===== src/hw/rtl/spf_pkg.sv =====
// Package for the segmented packet framer: payload types, framing constants,
// mode codes and the CRC-16-CCITT byte update. No dependencies.
`default_nettype none

package spf_pkg;

    // Default depth of the payload store
    localparam int BUF_DEPTH_DEF = 64;

    // Framing constants
    localparam logic [6:0]  HDR_LEN      = 7'd5;
    localparam logic [6:0]  SIZE_MIN     = 7'd8;
    localparam logic [6:0]  SIZE_RST     = 7'd64;
    localparam logic [6:0]  POS_MAX      = 7'd127;
    localparam logic [7:0]  COUNTER_RST  = 8'd1;
    localparam logic [15:0] CRC_INIT     = 16'hFFFF;
    localparam logic [15:0] CRC_POLY     = 16'h1021;
    localparam logic [7:0]  FLAG_CONT    = 8'h02;
    localparam logic [7:0]  FLAG_LAST    = 8'h01;

    // Header byte positions
    localparam logic [6:0] POS_TYPE   = 7'd0;
    localparam logic [6:0] POS_NUMBER = 7'd1;
    localparam logic [6:0] POS_TRANS  = 7'd2;
    localparam logic [6:0] POS_LEN_HI = 7'd3;
    localparam logic [6:0] POS_LEN_LO = 7'd4;

    // Input mode codes
    localparam logic [1:0] MODE_OPEN  = 2'd0;
    localparam logic [1:0] MODE_DATA  = 2'd1;
    localparam logic [1:0] MODE_CLOSE = 2'd2;

    // Configuration register word index
    localparam logic REG_PKT_SIZE = 1'b0;

    typedef struct packed {
        logic [1:0] mode;
        logic [3:0] packet_type;
        logic [7:0] txn_tag;
        logic [7:0] data_byte;
    } in_item_t;

    typedef struct packed {
        logic [7:0] out_byte;
        logic       packet_end;
    } out_item_t;

    // Datapath status seen by the controller
    typedef struct packed {
        logic full;
        logic last_idx;
        logic out_free;
    } status_t;

    // Controller commands to the datapath
    typedef struct packed {
        logic take;
        logic open;
        logic store;
        logic start_emit;
        logic last;
        logic send_byte;
        logic send_crc_hi;
        logic send_crc_lo;
        logic finish_flush;
    } cmd_t;

    // CRC-16-CCITT, MSB first, one byte
    function automatic logic [15:0] crc_byte(input logic [15:0] crc, input logic [7:0] b);
        logic [15:0] c;
        c = crc ^ {b, 8'h00};
        for (int i = 0; i < 8; i++) begin
            if (c[15])
                c = {c[14:0], 1'b0} ^ CRC_POLY;
            else
                c = {c[14:0], 1'b0};
        end
        return c;
    endfunction

endpackage

`default_nettype wire


===== src/hw/rtl/segmented_packet_framer_crc16_top.sv =====
// Segmented packet framer with CRC-16-CCITT. Open, plain data and unused-mode
// items are taken in the idle state and transfer no bytes. A close, or a data byte
// into a full packet, transfers write_position + 2 bytes at one per cycle while the
// output accepts them, payload bytes from the store's registered read; the input
// is ready again the cycle after the CRC low byte loads.
// Reset (rst_n, async, low) sets position 5, packet counter 1, size 64; store kept.
`default_nettype none

module segmented_packet_framer_crc16_top #(
    parameter int BUF_DEPTH = spf_pkg::BUF_DEPTH_DEF
) (
    input  wire logic               clk,
    input  wire logic               rst_n,
    input  wire logic               psel,
    input  wire logic               penable,
    input  wire logic               pwrite,
    input  wire logic [2:0]         paddr,
    input  wire logic [31:0]        pwdata,
    output logic      [31:0]        prdata,
    output logic                    pready,
    input  wire logic               in_valid,
    output logic                    in_ready,
    input  wire spf_pkg::in_item_t  in_data,
    output logic                    out_valid,
    input  wire logic               out_ready,
    output spf_pkg::out_item_t      out_data
);

    logic [6:0]       buf_size_reg;
    logic [6:0]       buf_size_next;
    logic             reg_hit;
    spf_pkg::status_t status;
    spf_pkg::cmd_t    cmd;

    assign pready  = 1'b1;
    assign reg_hit = (paddr[2] == spf_pkg::REG_PKT_SIZE);

    // Register write on the access cycle
    always_comb
    begin
        buf_size_next = buf_size_reg;
        if (psel && penable && pwrite && reg_hit)
            buf_size_next = pwdata[6:0];
    end

    always_ff @(posedge clk or negedge rst_n)
    begin
        if (!rst_n)
            buf_size_reg <= spf_pkg::SIZE_RST;
        else
            buf_size_reg <= buf_size_next;
    end

    // Register read, with the unused byte offset ignored
    assign prdata = reg_hit ? {25'd0, buf_size_reg} : 32'd0;

    spf_ctrl u_ctrl (
        .clk      (clk),
        .rst_n    (rst_n),
        .in_valid (in_valid),
        .in_ready (in_ready),
        .mode     (in_data.mode),
        .status   (status),
        .cmd      (cmd)
    );

    spf_dp #(
        .BUF_DEPTH(BUF_DEPTH)
    ) u_dp (
        .clk       (clk),
        .rst_n     (rst_n),
        .in_data   (in_data),
        .buf_size  (buf_size_reg),
        .cmd       (cmd),
        .status    (status),
        .out_valid (out_valid),
        .out_ready (out_ready),
        .out_data  (out_data)
    );

endmodule

`default_nettype wire


===== src/hw/rtl/spf_ram.sv =====
// Generic single-write, single-read RAM with registered read data.
// No dependencies.
`default_nettype none

module spf_ram #(
    parameter int WIDTH = 8,
    parameter int DEPTH = 64
) (
    input  wire logic                     clk,
    input  wire logic                     wr_en,
    input  wire logic [$clog2(DEPTH)-1:0] wr_addr,
    input  wire logic [WIDTH-1:0]         wr_data,
    input  wire logic                     rd_en,
    input  wire logic [$clog2(DEPTH)-1:0] rd_addr,
    output logic      [WIDTH-1:0]         rd_data
);

    logic [WIDTH-1:0] mem [DEPTH];

    // Write port
    always_ff @(posedge clk)
    begin
        if (wr_en)
            mem[wr_addr] <= wr_data;
    end

    // Registered read port, hold data when not reading
    always_ff @(posedge clk)
    begin
        if (rd_en)
            rd_data <= mem[rd_addr];
    end

endmodule

`default_nettype wire


===== src/hw/rtl/spf_ctrl.sv =====
// Controller of the packet framer: decodes accepted items and sequences a
// packet transfer byte by byte. Depends on spf_pkg.
`default_nettype none

module spf_ctrl (
    input  wire logic            clk,
    input  wire logic            rst_n,
    input  wire logic            in_valid,
    output logic                 in_ready,
    input  wire logic [1:0]      mode,
    input  wire spf_pkg::status_t status,
    output spf_pkg::cmd_t        cmd
);

    typedef enum logic [3:0] {
        ST_IDLE   = 4'b0001,
        ST_SEND   = 4'b0010,
        ST_CRC_HI = 4'b0100,
        ST_CRC_LO = 4'b1000
    } state_t;

    state_t state_reg, state_next;
    logic   flush_reg, flush_next;

    // Advance state
    always_ff @(posedge clk or negedge rst_n)
    begin
        if (!rst_n)
        begin
            state_reg <= ST_IDLE;
            flush_reg <= 1'b0;
        end
        else
        begin
            state_reg <= state_next;
            flush_reg <= flush_next;
        end
    end

    // Decode items and step through a packet
    always_comb
    begin
        state_next = state_reg;
        flush_next = flush_reg;
        cmd        = '0;
        in_ready   = 1'b0;
        unique case (state_reg)
            ST_IDLE:
            begin
                in_ready = 1'b1;
                if (in_valid)
                begin
                    cmd.take = 1'b1;
                    unique case (mode)
                        spf_pkg::MODE_OPEN:
                            cmd.open = 1'b1;
                        spf_pkg::MODE_DATA:
                        begin
                            if (status.full)
                            begin
                                cmd.start_emit = 1'b1;
                                flush_next     = 1'b1;
                                state_next     = ST_SEND;
                            end
                            else
                                cmd.store = 1'b1;
                        end
                        spf_pkg::MODE_CLOSE:
                        begin
                            cmd.start_emit = 1'b1;
                            cmd.last       = 1'b1;
                            flush_next     = 1'b0;
                            state_next     = ST_SEND;
                        end
                        default:
                            ;
                    endcase
                end
            end
            ST_SEND:
            begin
                if (status.out_free)
                begin
                    cmd.send_byte = 1'b1;
                    if (status.last_idx)
                        state_next = ST_CRC_HI;
                end
            end
            ST_CRC_HI:
            begin
                if (status.out_free)
                begin
                    cmd.send_crc_hi = 1'b1;
                    state_next      = ST_CRC_LO;
                end
            end
            ST_CRC_LO:
            begin
                if (status.out_free)
                begin
                    cmd.send_crc_lo  = 1'b1;
                    cmd.finish_flush = flush_reg;
                    state_next       = ST_IDLE;
                end
            end
            default:
                state_next = ST_IDLE;
        endcase
    end

endmodule

`default_nettype wire


===== src/hw/rtl/spf_dp.sv =====
// Datapath of the packet framer: framing state, payload store, header and
// CRC generation, output register. Depends on spf_pkg and spf_ram.
`default_nettype none

module spf_dp #(
    parameter int BUF_DEPTH = spf_pkg::BUF_DEPTH_DEF
) (
    input  wire logic              clk,
    input  wire logic              rst_n,
    input  wire spf_pkg::in_item_t in_data,
    input  wire logic [6:0]        buf_size,
    input  wire spf_pkg::cmd_t     cmd,
    output spf_pkg::status_t       status,
    output logic                   out_valid,
    input  wire logic              out_ready,
    output spf_pkg::out_item_t     out_data
);

    localparam int AddrW = $clog2(BUF_DEPTH);
    localparam int SizeTop = (BUF_DEPTH < 127) ? BUF_DEPTH : 127;
    localparam logic [6:0] SizeTopV = 7'(SizeTop);

    logic [6:0]  wp_reg, wp_next;
    logic [7:0]  counter_reg, counter_next;
    logic [3:0]  type_reg, type_next;
    logic        cont_reg, cont_next;
    logic [7:0]  trans_reg, trans_next;
    logic        last_reg;
    logic [7:0]  pend_reg;
    logic [6:0]  idx_reg;
    logic [15:0] crc_reg;
    logic        out_valid_reg;
    spf_pkg::out_item_t out_reg;

    logic [6:0]       eff_size;
    logic [7:0]       cur_byte;
    logic [7:0]       ram_q;
    logic             ram_we;
    logic [AddrW-1:0] ram_waddr;
    logic [7:0]       ram_wdata;
    logic [AddrW-1:0] ram_raddr;
    logic [6:0]       idx_inc;
    logic [6:0]       len_lo;
    logic             load;

    // Clamp the configured packet size
    always_comb
    begin
        priority if (buf_size < spf_pkg::SIZE_MIN)
            eff_size = spf_pkg::SIZE_MIN;
        else if (buf_size > SizeTopV)
            eff_size = SizeTopV;
        else
            eff_size = buf_size;
    end

    assign idx_inc = idx_reg + 7'd1;
    assign len_lo  = wp_reg - 7'd3;

    assign status.full     = (wp_reg >= (eff_size - 7'd2));
    assign status.last_idx = (idx_reg == (wp_reg - 7'd1));
    assign status.out_free = !out_valid_reg || out_ready;

    // Select the header or payload byte at the current position
    always_comb
    begin
        unique case (idx_reg)
            spf_pkg::POS_TYPE:
                cur_byte = {type_reg, 4'h0}
                         | (cont_reg ? spf_pkg::FLAG_CONT : 8'h00)
                         | (last_reg ? spf_pkg::FLAG_LAST : 8'h00);
            spf_pkg::POS_NUMBER:
                cur_byte = counter_reg - 8'd1;
            spf_pkg::POS_TRANS:
                cur_byte = trans_reg;
            spf_pkg::POS_LEN_HI:
                cur_byte = 8'h00;
            spf_pkg::POS_LEN_LO:
                cur_byte = {1'b0, len_lo};
            default:
                cur_byte = ram_q;
        endcase
    end

    // Payload store write: plain store at the write position, or the held
    // byte at the first payload slot after a flush
    always_comb
    begin
        ram_we    = cmd.store || cmd.finish_flush;
        ram_waddr = cmd.finish_flush ? AddrW'(spf_pkg::HDR_LEN) : AddrW'(wp_reg);
        ram_wdata = cmd.finish_flush ? pend_reg : in_data.data_byte;
        ram_raddr = AddrW'(idx_inc);
    end

    spf_ram #(
        .WIDTH(8),
        .DEPTH(BUF_DEPTH)
    ) u_store (
        .clk     (clk),
        .wr_en   (ram_we),
        .wr_addr (ram_waddr),
        .wr_data (ram_wdata),
        .rd_en   (cmd.send_byte),
        .rd_addr (ram_raddr),
        .rd_data (ram_q)
    );

    // Next framing state
    always_comb
    begin
        wp_next      = wp_reg;
        counter_next = counter_reg;
        type_next    = type_reg;
        cont_next    = cont_reg;
        trans_next   = trans_reg;
        if (cmd.open)
        begin
            type_next    = in_data.packet_type;
            trans_next   = in_data.txn_tag;
            cont_next    = 1'b0;
            counter_next = counter_reg + 8'd1;
            wp_next      = spf_pkg::HDR_LEN;
        end
        if (cmd.store)
            wp_next = wp_reg + 7'd1;
        if (cmd.finish_flush)
        begin
            cont_next    = 1'b1;
            counter_next = counter_reg + 8'd1;
            wp_next      = spf_pkg::HDR_LEN + 7'd1;
        end
    end

    // Hold framing state
    always_ff @(posedge clk or negedge rst_n)
    begin
        if (!rst_n)
        begin
            wp_reg      <= spf_pkg::HDR_LEN;
            counter_reg <= spf_pkg::COUNTER_RST;
            type_reg    <= 4'h0;
            cont_reg    <= 1'b0;
            trans_reg   <= 8'h00;
        end
        else
        begin
            wp_reg      <= wp_next;
            counter_reg <= counter_next;
            type_reg    <= type_next;
            cont_reg    <= cont_next;
            trans_reg   <= trans_next;
        end
    end

    // Latch the item byte, emit flags, position and running CRC
    always_ff @(posedge clk)
    begin
        if (cmd.take)
            pend_reg <= in_data.data_byte;
        if (cmd.start_emit)
        begin
            last_reg <= cmd.last;
            idx_reg  <= 7'd0;
            crc_reg  <= spf_pkg::CRC_INIT;
        end
        else if (cmd.send_byte)
        begin
            idx_reg <= idx_inc;
            crc_reg <= spf_pkg::crc_byte(crc_reg, cur_byte);
        end
    end

    assign load = cmd.send_byte || cmd.send_crc_hi || cmd.send_crc_lo;

    // Output register: load a byte, drop valid once the transfer completes
    always_ff @(posedge clk or negedge rst_n)
    begin
        if (!rst_n)
            out_valid_reg <= 1'b0;
        else if (load)
            out_valid_reg <= 1'b1;
        else if (out_ready)
            out_valid_reg <= 1'b0;
    end

    always_ff @(posedge clk)
    begin
        if (cmd.send_byte)
        begin
            out_reg.out_byte   <= cur_byte;
            out_reg.packet_end <= 1'b0;
        end
        else if (cmd.send_crc_hi)
        begin
            out_reg.out_byte   <= crc_reg[15:8];
            out_reg.packet_end <= 1'b0;
        end
        else if (cmd.send_crc_lo)
        begin
            out_reg.out_byte   <= crc_reg[7:0];
            out_reg.packet_end <= 1'b1;
        end
    end

    assign out_valid = out_valid_reg;
    assign out_data  = out_reg;

`ifndef SYNTH
    // A new byte never overwrites one that is still waiting
    a_no_overwrite: assert property (@(posedge clk) disable iff (!rst_n)
        load && out_valid_reg |-> out_ready)
        else $error("output byte overwritten before transfer");

    // The write position stays inside the header-to-store range
    a_wp_range: assert property (@(posedge clk) disable iff (!rst_n)
        wp_reg >= spf_pkg::HDR_LEN && int'(wp_reg) < BUF_DEPTH)
        else $error("write position out of range");

    // The CRC low byte closes the packet
    a_crc_lo_end: assert property (@(posedge clk) disable iff (!rst_n)
        cmd.send_crc_lo |=> out_valid_reg && out_reg.packet_end)
        else $error("packet end missing after CRC low byte");

    // Only a position below the write position is sent
    a_read_in_packet: assert property (@(posedge clk) disable iff (!rst_n)
        cmd.send_byte |-> idx_reg < wp_reg)
        else $error("packet byte beyond write position");
`endif

endmodule

`default_nettype wire

===== config.mk =====
export PLATFORM = sky130hd
export DESIGN_NAME = segmented_packet_framer_crc16_top
export DESIGN_NICKNAME = d
export VERILOG_FILES = /design/src/hw/rtl/spf_pkg.sv /design/src/hw/rtl/segmented_packet_framer_crc16_top.sv /design/src/hw/rtl/spf_ram.sv /design/src/hw/rtl/spf_ctrl.sv /design/src/hw/rtl/spf_dp.sv
export SDC_FILE = /design/constraint.sdc
export NUM_CORES = 1
export LEC_CHECK = 0
export ABC_CLOCK_PERIOD_IN_PS = 10900
export BUFFER_PORTS_ARGS = -buffer_cell sky130_fd_sc_hd__clkbuf_2
export CORE_MARGIN = 4
export CORE_UTILIZATION = 60
export CTS_CLUSTER_DIAMETER = 80
export CTS_CLUSTER_SIZE = 28
export DETAILED_ROUTE_END_ITERATION = 8
export GPL_TIMING_DRIVEN = 1
export PLACE_DENSITY = 0.78
export SYNTH_ARGS = -nofsm -noshare
export SYNTH_HDL_FRONTEND = slang
export SYNTH_SLANG_ARGS = --single-unit

===== constraint.sdc =====
create_clock -name clk -period 10.9 [get_ports clk]
set_clock_uncertainty 0.15 [all_clocks]
set_input_delay 1.635 -clock clk [delete_from_list [all_inputs] [get_ports clk]]
set_output_delay 1.635 -clock clk [all_outputs]
set_load 0.01 [all_outputs]

* Yosys cells after proc, flatten, opt, wreduce, memory -nomap -nowiden
Memories as Yosys holds them, arrays and structs flattened. A register that Yosys moved wholly into a read port is not among the register bits.
Index checks and enable logic that the tools add are counted.
** Word-level totals
- Bits in registers :: 82
- Bits in writable memories :: 512
- Input bits :: 64
- Output and inout port bits :: 44
- Logic and storage cells :: 144
- Memories kept :: 1
** Cells by class
- Add/sub/neg operators :: 7
- Magnitude comparators :: 3
- Eq/ne operators :: 19
- Muxes and demuxes :: 68
- Bitwise operators :: 12
- Reduce and logical (&&, ||, !) cells :: 19
** Memories
- u_dp.u_store.mem :: depth 64, width 8, rd ports 1, clocked after memory_dff 1, wr ports 1, RTL line spf_ram.sv:18 : logic [WIDTH-1:0] mem [DEPTH];
** Operator list (count)
- 2-to-1 mux 16 bit :: 14
- 2-to-1 mux 13 bit :: 8
- 2-to-1 mux 7 bit :: 6
- case mux 8 bit (5 select lines) :: 1
- 2-to-1 mux 9 bit :: 3
- 2-to-1 mux 4 bit :: 6
- 2-to-1 mux 8 bit :: 3
- NOT 3 bit :: 8
- 2-to-1 mux 1 bit :: 17
- OR 8 bit :: 2
- case mux 4 bit (4 select lines) :: 1
- bitwise XOR 16 bit :: 1
- adder 7 x 1 -> 7 bit (second input constant) :: 2
- equality test 7 x 2 -> 1 bit (second input constant) :: 2
- subtractor 7 x 2 -> 7 bit (second input constant) :: 2
- inequality test 2 bit (second input constant) :: 6
- 2-to-1 mux 5 bit :: 2
- adder 8 x 1 -> 8 bit (second input constant) :: 1
- case mux 4 bit (2 select lines) :: 1
- subtractor 8 x 1 -> 8 bit (second input constant) :: 1
- equality test 7 x 1 -> 1 bit (second input constant) :: 1
- equality test 7 x 3 -> 1 bit (second input constant) :: 1
- equality test 7 bit :: 1
- >= comparator 7 bit :: 1
- 25 further kinds :: 37

* Logic depth before layout (Yosys ltp)
- Depth in word-level cells :: 36
- Depth in mapped cells :: 16
- Depth with buffers taken out :: 15

* Cells and area by module
Synthesis repeated with hierarchy kept, for this count alone.
** Unflattened totals
- Cells, all modules :: 1530
- Area total of the unflattened synthesis :: 25720.9 um2
** By module, submodules not included
- spf_ram :: times used 1, cells each 940, area an instance 20246.9 um2, seq. area each 15615.0 um2
- spf_dp :: times used 1, cells each 492, area an instance 4506.8 um2, seq. area each 1720.4 um2
- segmented_packet_framer_crc16_top :: times used 1, cells each 50, area an instance 543.0 um2, seq. area each 176.4 um2
- spf_ctrl :: times used 1, cells each 48, area an instance 424.2 um2, seq. area each 126.4 um2

* Least setup slack after synthesis
Ideal clock, no wire load.
- Path kind :: input port to flip-flop
- Start :: input port in_data[21] (netlist bit)
- End :: memory u_dp.u_store.mem[36][0], enable pin
- Setup time :: 395 ps
- Arrival time :: 3748 ps
- Data required time :: 10355 ps
- Slack :: 6607 ps
- Stages on the path :: 6
- Path buffers :: 0
- Path through :: inv_1 ha_1 inv_1 a2111oi_0 nand3_1 nor4_1
** Between the ends
- Cells in the longest elaborated chain, start to end :: 7
** Ends and longest elaborated chain
- from (decl) :: RTL line segmented_packet_framer_crc16_top.sv:23 : input wire spf_pkg::in_item_t in_data,
- equality test 2 x 1 -> 1 bit :: RTL line spf_ctrl.sv:54 : unique case (mode)
- 2-to-1 mux 1 bit :: RTL line spf_ctrl.sv:54
- 2-to-1 mux 5 bit :: RTL line spf_ctrl.sv:51 : if (in_valid)
- 2-to-1 mux 5 bit :: RTL line spf_ctrl.sv:47 : unique case (state_reg)
- logical OR 1 bit :: RTL line spf_dp.sv:89 : ram_we = cmd.store || cmd.finish_flush;
- 2-to-1 mux 1 bit :: RTL line spf_ram.sv:23 : if (wr_en)
- 2-to-1 mux 1 bit (not written as such) :: RTL line spf_ram.sv:24 : mem[wr_addr] <= wr_data;
- to (decl) :: RTL line spf_ram.sv:18
Every way passes these cells.

* Worst setup path after layout
- Start :: register buf_size_reg[5]
- End :: memory u_dp.u_store.mem[44][4], enable pin
** Between the ends
- Cells in the longest elaborated chain, start to end :: 12
- Elaborated cells between the ends (all ways) :: 13
- Classes of those cells :: 1 x add/sub; 3 x order compare; 8 x mux; 1 x reduce/logical
** Ends and longest elaborated chain
- from (decl) :: RTL line segmented_packet_framer_crc16_top.sv:29 : logic [6:0] buf_size_reg;
- from (signal assigned) :: RTL line segmented_packet_framer_crc16_top.sv:49 : buf_size_reg <= spf_pkg::SIZE_RST;
- from (signal assigned) :: RTL line segmented_packet_framer_crc16_top.sv:51 : buf_size_reg <= buf_size_next;
- greater-than comparator 7 bit :: RTL line spf_dp.sv:51 : else if (buf_size > SizeTopV)
- 2-to-1 mux 7 bit :: RTL line spf_dp.sv:51
- 2-to-1 mux 7 bit (*) :: RTL line spf_dp.sv:49 : priority if (buf_size < spf_pkg::SIZE_MIN)
- subtractor 7 x 2 -> 7 bit (*) :: RTL line spf_dp.sv:60 : assign status.full = (wp_reg >= (eff_size - 7'd2));
- >= comparator 7 bit (*) :: RTL line spf_dp.sv:60
- 2-to-1 mux 1 bit (*) :: RTL line spf_ctrl.sv:59 : if (status.full)
- 2-to-1 mux 1 bit (*) :: RTL line spf_ctrl.sv:54
- 2-to-1 mux 5 bit (*) :: RTL line spf_ctrl.sv:51
- 2-to-1 mux 5 bit (*) :: RTL line spf_ctrl.sv:47
- logical OR 1 bit (*) :: RTL line spf_dp.sv:89
- 2-to-1 mux 1 bit (*) :: RTL line spf_ram.sv:23
- 2-to-1 mux 1 bit (not written as such) (*) :: RTL line spf_ram.sv:24
Mark *: on every way between the ends. The rest lies on a longest branch, timed or not.

==> reports/qor.yml <==
final_cells: 1955
critPathMaxFanout: 10
r2r_end: "u_dp.u_store.mem[44][4]"
die_area_sq_um: 45200
areaGrowthSynthToFinish_pct: 6.81
initial_core_util: 0.611
ir_worst_vdd_uv: 233
power_density_nw_per_um2: 233
core_sq_um: 41100
slowest_delay_ns: 0.96
slew_headroom: 0.174
die_w_um: 213
wl_mm: 52.8
setup_viol: 0
sequentialPowerShare: 0.440
synth-seq-cells: 602
ant_nets: 0
cts_hold_buf: 0
p_clk_frac: 0.202
reg2reg_depth: 15
min-delay-start: "u_dp.out_data[0]"
syn_area_sq_um: 25100
swShare: 0.313
power.leakage_nw: 8.76
grt-ovfl-total: 0
slowest_stage: "or4_1"
numPortBuffers: 54
dominantRegCellSynth: "edfxtp_1"
cts_tree: "built"
worst-r2r-setup-slack_ns: 6.00
cp_data_arrival_time_ns: 4.99
clockRootBuffer: "clkbuf_16"
startpoint: "buf_size_reg[5]"
grtUsageTotal: 0.238
ctsHtreeMaxLevel: 1
utilization: 0.653
wire_per_inst_um: 27.0
cts_resized: 0
setup_tns_ns: 0
antenna_found_initial: 0
first_global_vias: 12517
insertion_delay_ns: 0.60
power.switching_w: 0.00196
drv_cap: 0
routed_via_density: 6.54
timing.rr.start: "buf_size_reg[5]"
p_int_w: 0.00430
tightestPinTransition_ns: 1.23
status: "completed"
critPathRequiredTime_ns: 10.99
grt_pass1_wl_mm: 79.9
ios: 108
critPathTopFamily: "simple AND/OR/NAND/NOR gates"
ys_seq_area_frac: 0.702
hpwl_mm: 32.2
comb_power_share: 0.358
numCtsBuffers: 28
drive_above_1_share: 0.233
synthDistinctLibCells: 62
n_antenna_cell: 0
grt_max_degree: 67
fmax_mhz: 204
nNetsFinal: 1492
syn_inst: 1380
num_rows: 74
fp.dieH_um: 213
rsz0062_at_grt: "false"
final.period_utilization: 0.450
whs_path_depth: 2
slew_viol_final: 0
cp-end-kind: "flip-flop"
synth_warnings: 0
synth_edf_count: 537
gp_congestion: 0.835
cp-start-kind: "flip-flop"
drc_errors: 0
hold_end: "u_dp.out_data[0]"
cts_setup_buffers: 0
critical_path_class: "reg2reg"
largest_reg_flops: 512
hold_violations: 0
numClockSinks: 602
n_fill_cell: 2722
first_pass_iters: 6
drtIter0Drc: 1406
post-place-cells: 1910
fin_hold_ws_ns: 0.331
cts.reportedPaths.clkPinSlew_ns: 0.11
synth_area_per_cell_sq_um: 18.2
hold_path_class: "reg2reg"
fin_crit_ns: 4.90
vias: 12777
async_flop_share: 0.0681
crit_buf_inv: 0
cp_cell_sequence: "nor3_1, nor2_1, nand2_1, ha_1, nand2_1, nand2_1, nor2_1, a21oi_1, ha_1, o2111ai_1, o21ai_0, a21oi_1, nand3_1, or4_1, nor2_1"
clockBufferDepth: 3
[worst register-to-register path, cell delays in order (launching register included)]
cell and delay, ns:
dfrtp_1 0.46, nor3_1 0.22, nor2_1 0.09, nand2_1 0.09
ha_1 0.20, nand2_1 0.06, nand2_1 0.06, nor2_1 0.04
a21oi_1 0.14, ha_1 0.27, o2111ai_1 0.10, o21ai_0 0.20
a21oi_1 0.35, nand3_1 0.37, or4_1 0.96, nor2_1 0.77
[worst max-delay path by stage]
| stage | end | cells past startpoint | slack (ns) |
|---|---|---|---|
| finish | u_dp.u_store.mem[44][4] | 15 | 6.00 |
| detailed placement | u_dp.u_store.mem[28][6] | 6 | 5.96 |
| global placement | u_dp.u_store.mem[28][6] | 6 | 6.03 |
| floorplan | u_dp.u_store.mem[36][0] | 6 | 6.61 |
| global route | u_dp.u_store.mem[60][3] | 15 | 5.63 |
| CTS | u_dp.u_store.mem[28][5] | 15 | 6.02 |
[synth_stat cells (all sizes together) (3+ instances only)]
cell | n | share of area
buf | 43 | 0.011
dfxtp | 24 | 0.019
a21o | 3 | 0.00090
nor3b | 5 | 0.0015
dfrtp | 36 | 0.036
and3 | 9 | 0.0022
dfstp | 5 | 0.0052
o211ai | 6 | 0.0018
xnor3 | 7 | 0.0063
a211oi | 6 | 0.0020
ha | 19 | 0.0095
a31oi | 3 | 0.00075
or4 | 4 | 0.0013
a21oi | 21 | 0.0042
nand2 | 75 | 0.011
nand3 | 17 | 0.0034
o2111ai | 4 | 0.0014
o21ai | 22 | 0.0044
nand4 | 11 | 0.0027
nand2b | 3 | 0.00075
o31ai | 5 | 0.0015
or3 | 8 | 0.0020
nor2b | 15 | 0.0037
mux2 | 20 | 0.0090
mux4 | 168 | 0.15
xnor2 | 34 | 0.012
inv | 19 | 0.0028
nor3 | 22 | 0.0044
clkbuf | 58 | 0.0087
edfxtp | 537 | 0.64
xor2 | 17 | 0.0059
a22oi | 10 | 0.0030
nor4b | 3 | 0.0010
nor2 | 96 | 0.014
nor4 | 7 | 0.0017
or3b | 3 | 0.0010
nand4b | 4 | 0.0014
and2 | 6 | 0.0015
[metrics by stage]
step / instance area (sq um) / total power, W / setup slack (ns)
6_report: 26900 / 0.00626 / 6.00
5_1_grt: 26900 / 0.00652 / 5.63
4_1_cts: 26800 / 0.00628 / 6.02
3_5_place_dp: 25900 / 0.00504 / 5.96
3_3_place_gp: 25900 / 0.00500 / 6.03
2_1_floorplan: 25200 / 0.00444 / 6.61
[cells in the final DEF (no fill, tap or decap), types with 6 or more instances in the layout]
cell type,count
nand2_2,8
o211ai_1,6
xnor3_1,7
nand3_1,17
nor3_1,20
edfxtp_1,537
nand2_1,67
a21oi_1,21
xnor2_1,33
mux4_2,168
a22oi_1,10
clkbuf_2,54
dfrtp_1,36
o21ai_0,19
and3_1,9
ha_1,18
mux2_2,20
conb_1,27
xor2_1,16
nor4_1,7
nor2b_1,15
buf_4,20
clkbuf_16,29
nor2_1,96
dfxtp_1,23
or3_1,8
and2_1,6
nand4_1,11
inv_1,19
[power groups by stage]
stage,combinational (W),sequential (W),clock (W)
after floorplan,0.00171,0.00273,0
after global placement,0.00220,0.00280,0
after detailed placement,0.00224,0.00280,0
after CTS,0.00226,0.00275,0.00128
after global routing,0.00238,0.00277,0.00138
final,0.00224,0.00275,0.00126
[cell type report]
cell class | instances | area, sq um | share of cell area
clock buffers | 32 | 737 | 0.0274
clock inverters | 12 | 186 | 0.00694
inverters | 19 | 71.3 | 0.00266
multi-input cells | 683 | 7110 | 0.265
flip-flops and latches | 602 | 17600 | 0.657
well taps | 532 | 666 | 0.0248
repair buffers | 75 | 440 | 0.0164
[metal layers]
| metal | part of all wire | vias to the layer above | track usage |
|---|---|---|---|
| li1 | - | 5471 | - |
| met1 | 0.39 | 6649 | 0.343 |
| met2 | 0.50 | 588 | 0.395 |
| met3 | 0.084 | 69 | 0.0464 |
| met4 | 0.019 | 0 | 0.0411 |
| met5 | 0 | - | 0 |
[logic make-up (layout without fill, tap and decap cells)]
group                    after synthesis  after routing  synth area share
flip-flops                           602            602             0.702
AND/OR/NAND/NOR                      292            292            0.0554
multiplexers                         189            189             0.160
buffers and inverters                120            138            0.0225
AO/OA/AOI/OAI                         98             98            0.0267
XOR/XNOR                              58             58            0.0240
adder cells (fa/ha/maj)               19             19           0.00946
other                                  2             27          0.000299
No activity file was read; power rests on OpenSTA's default activity.
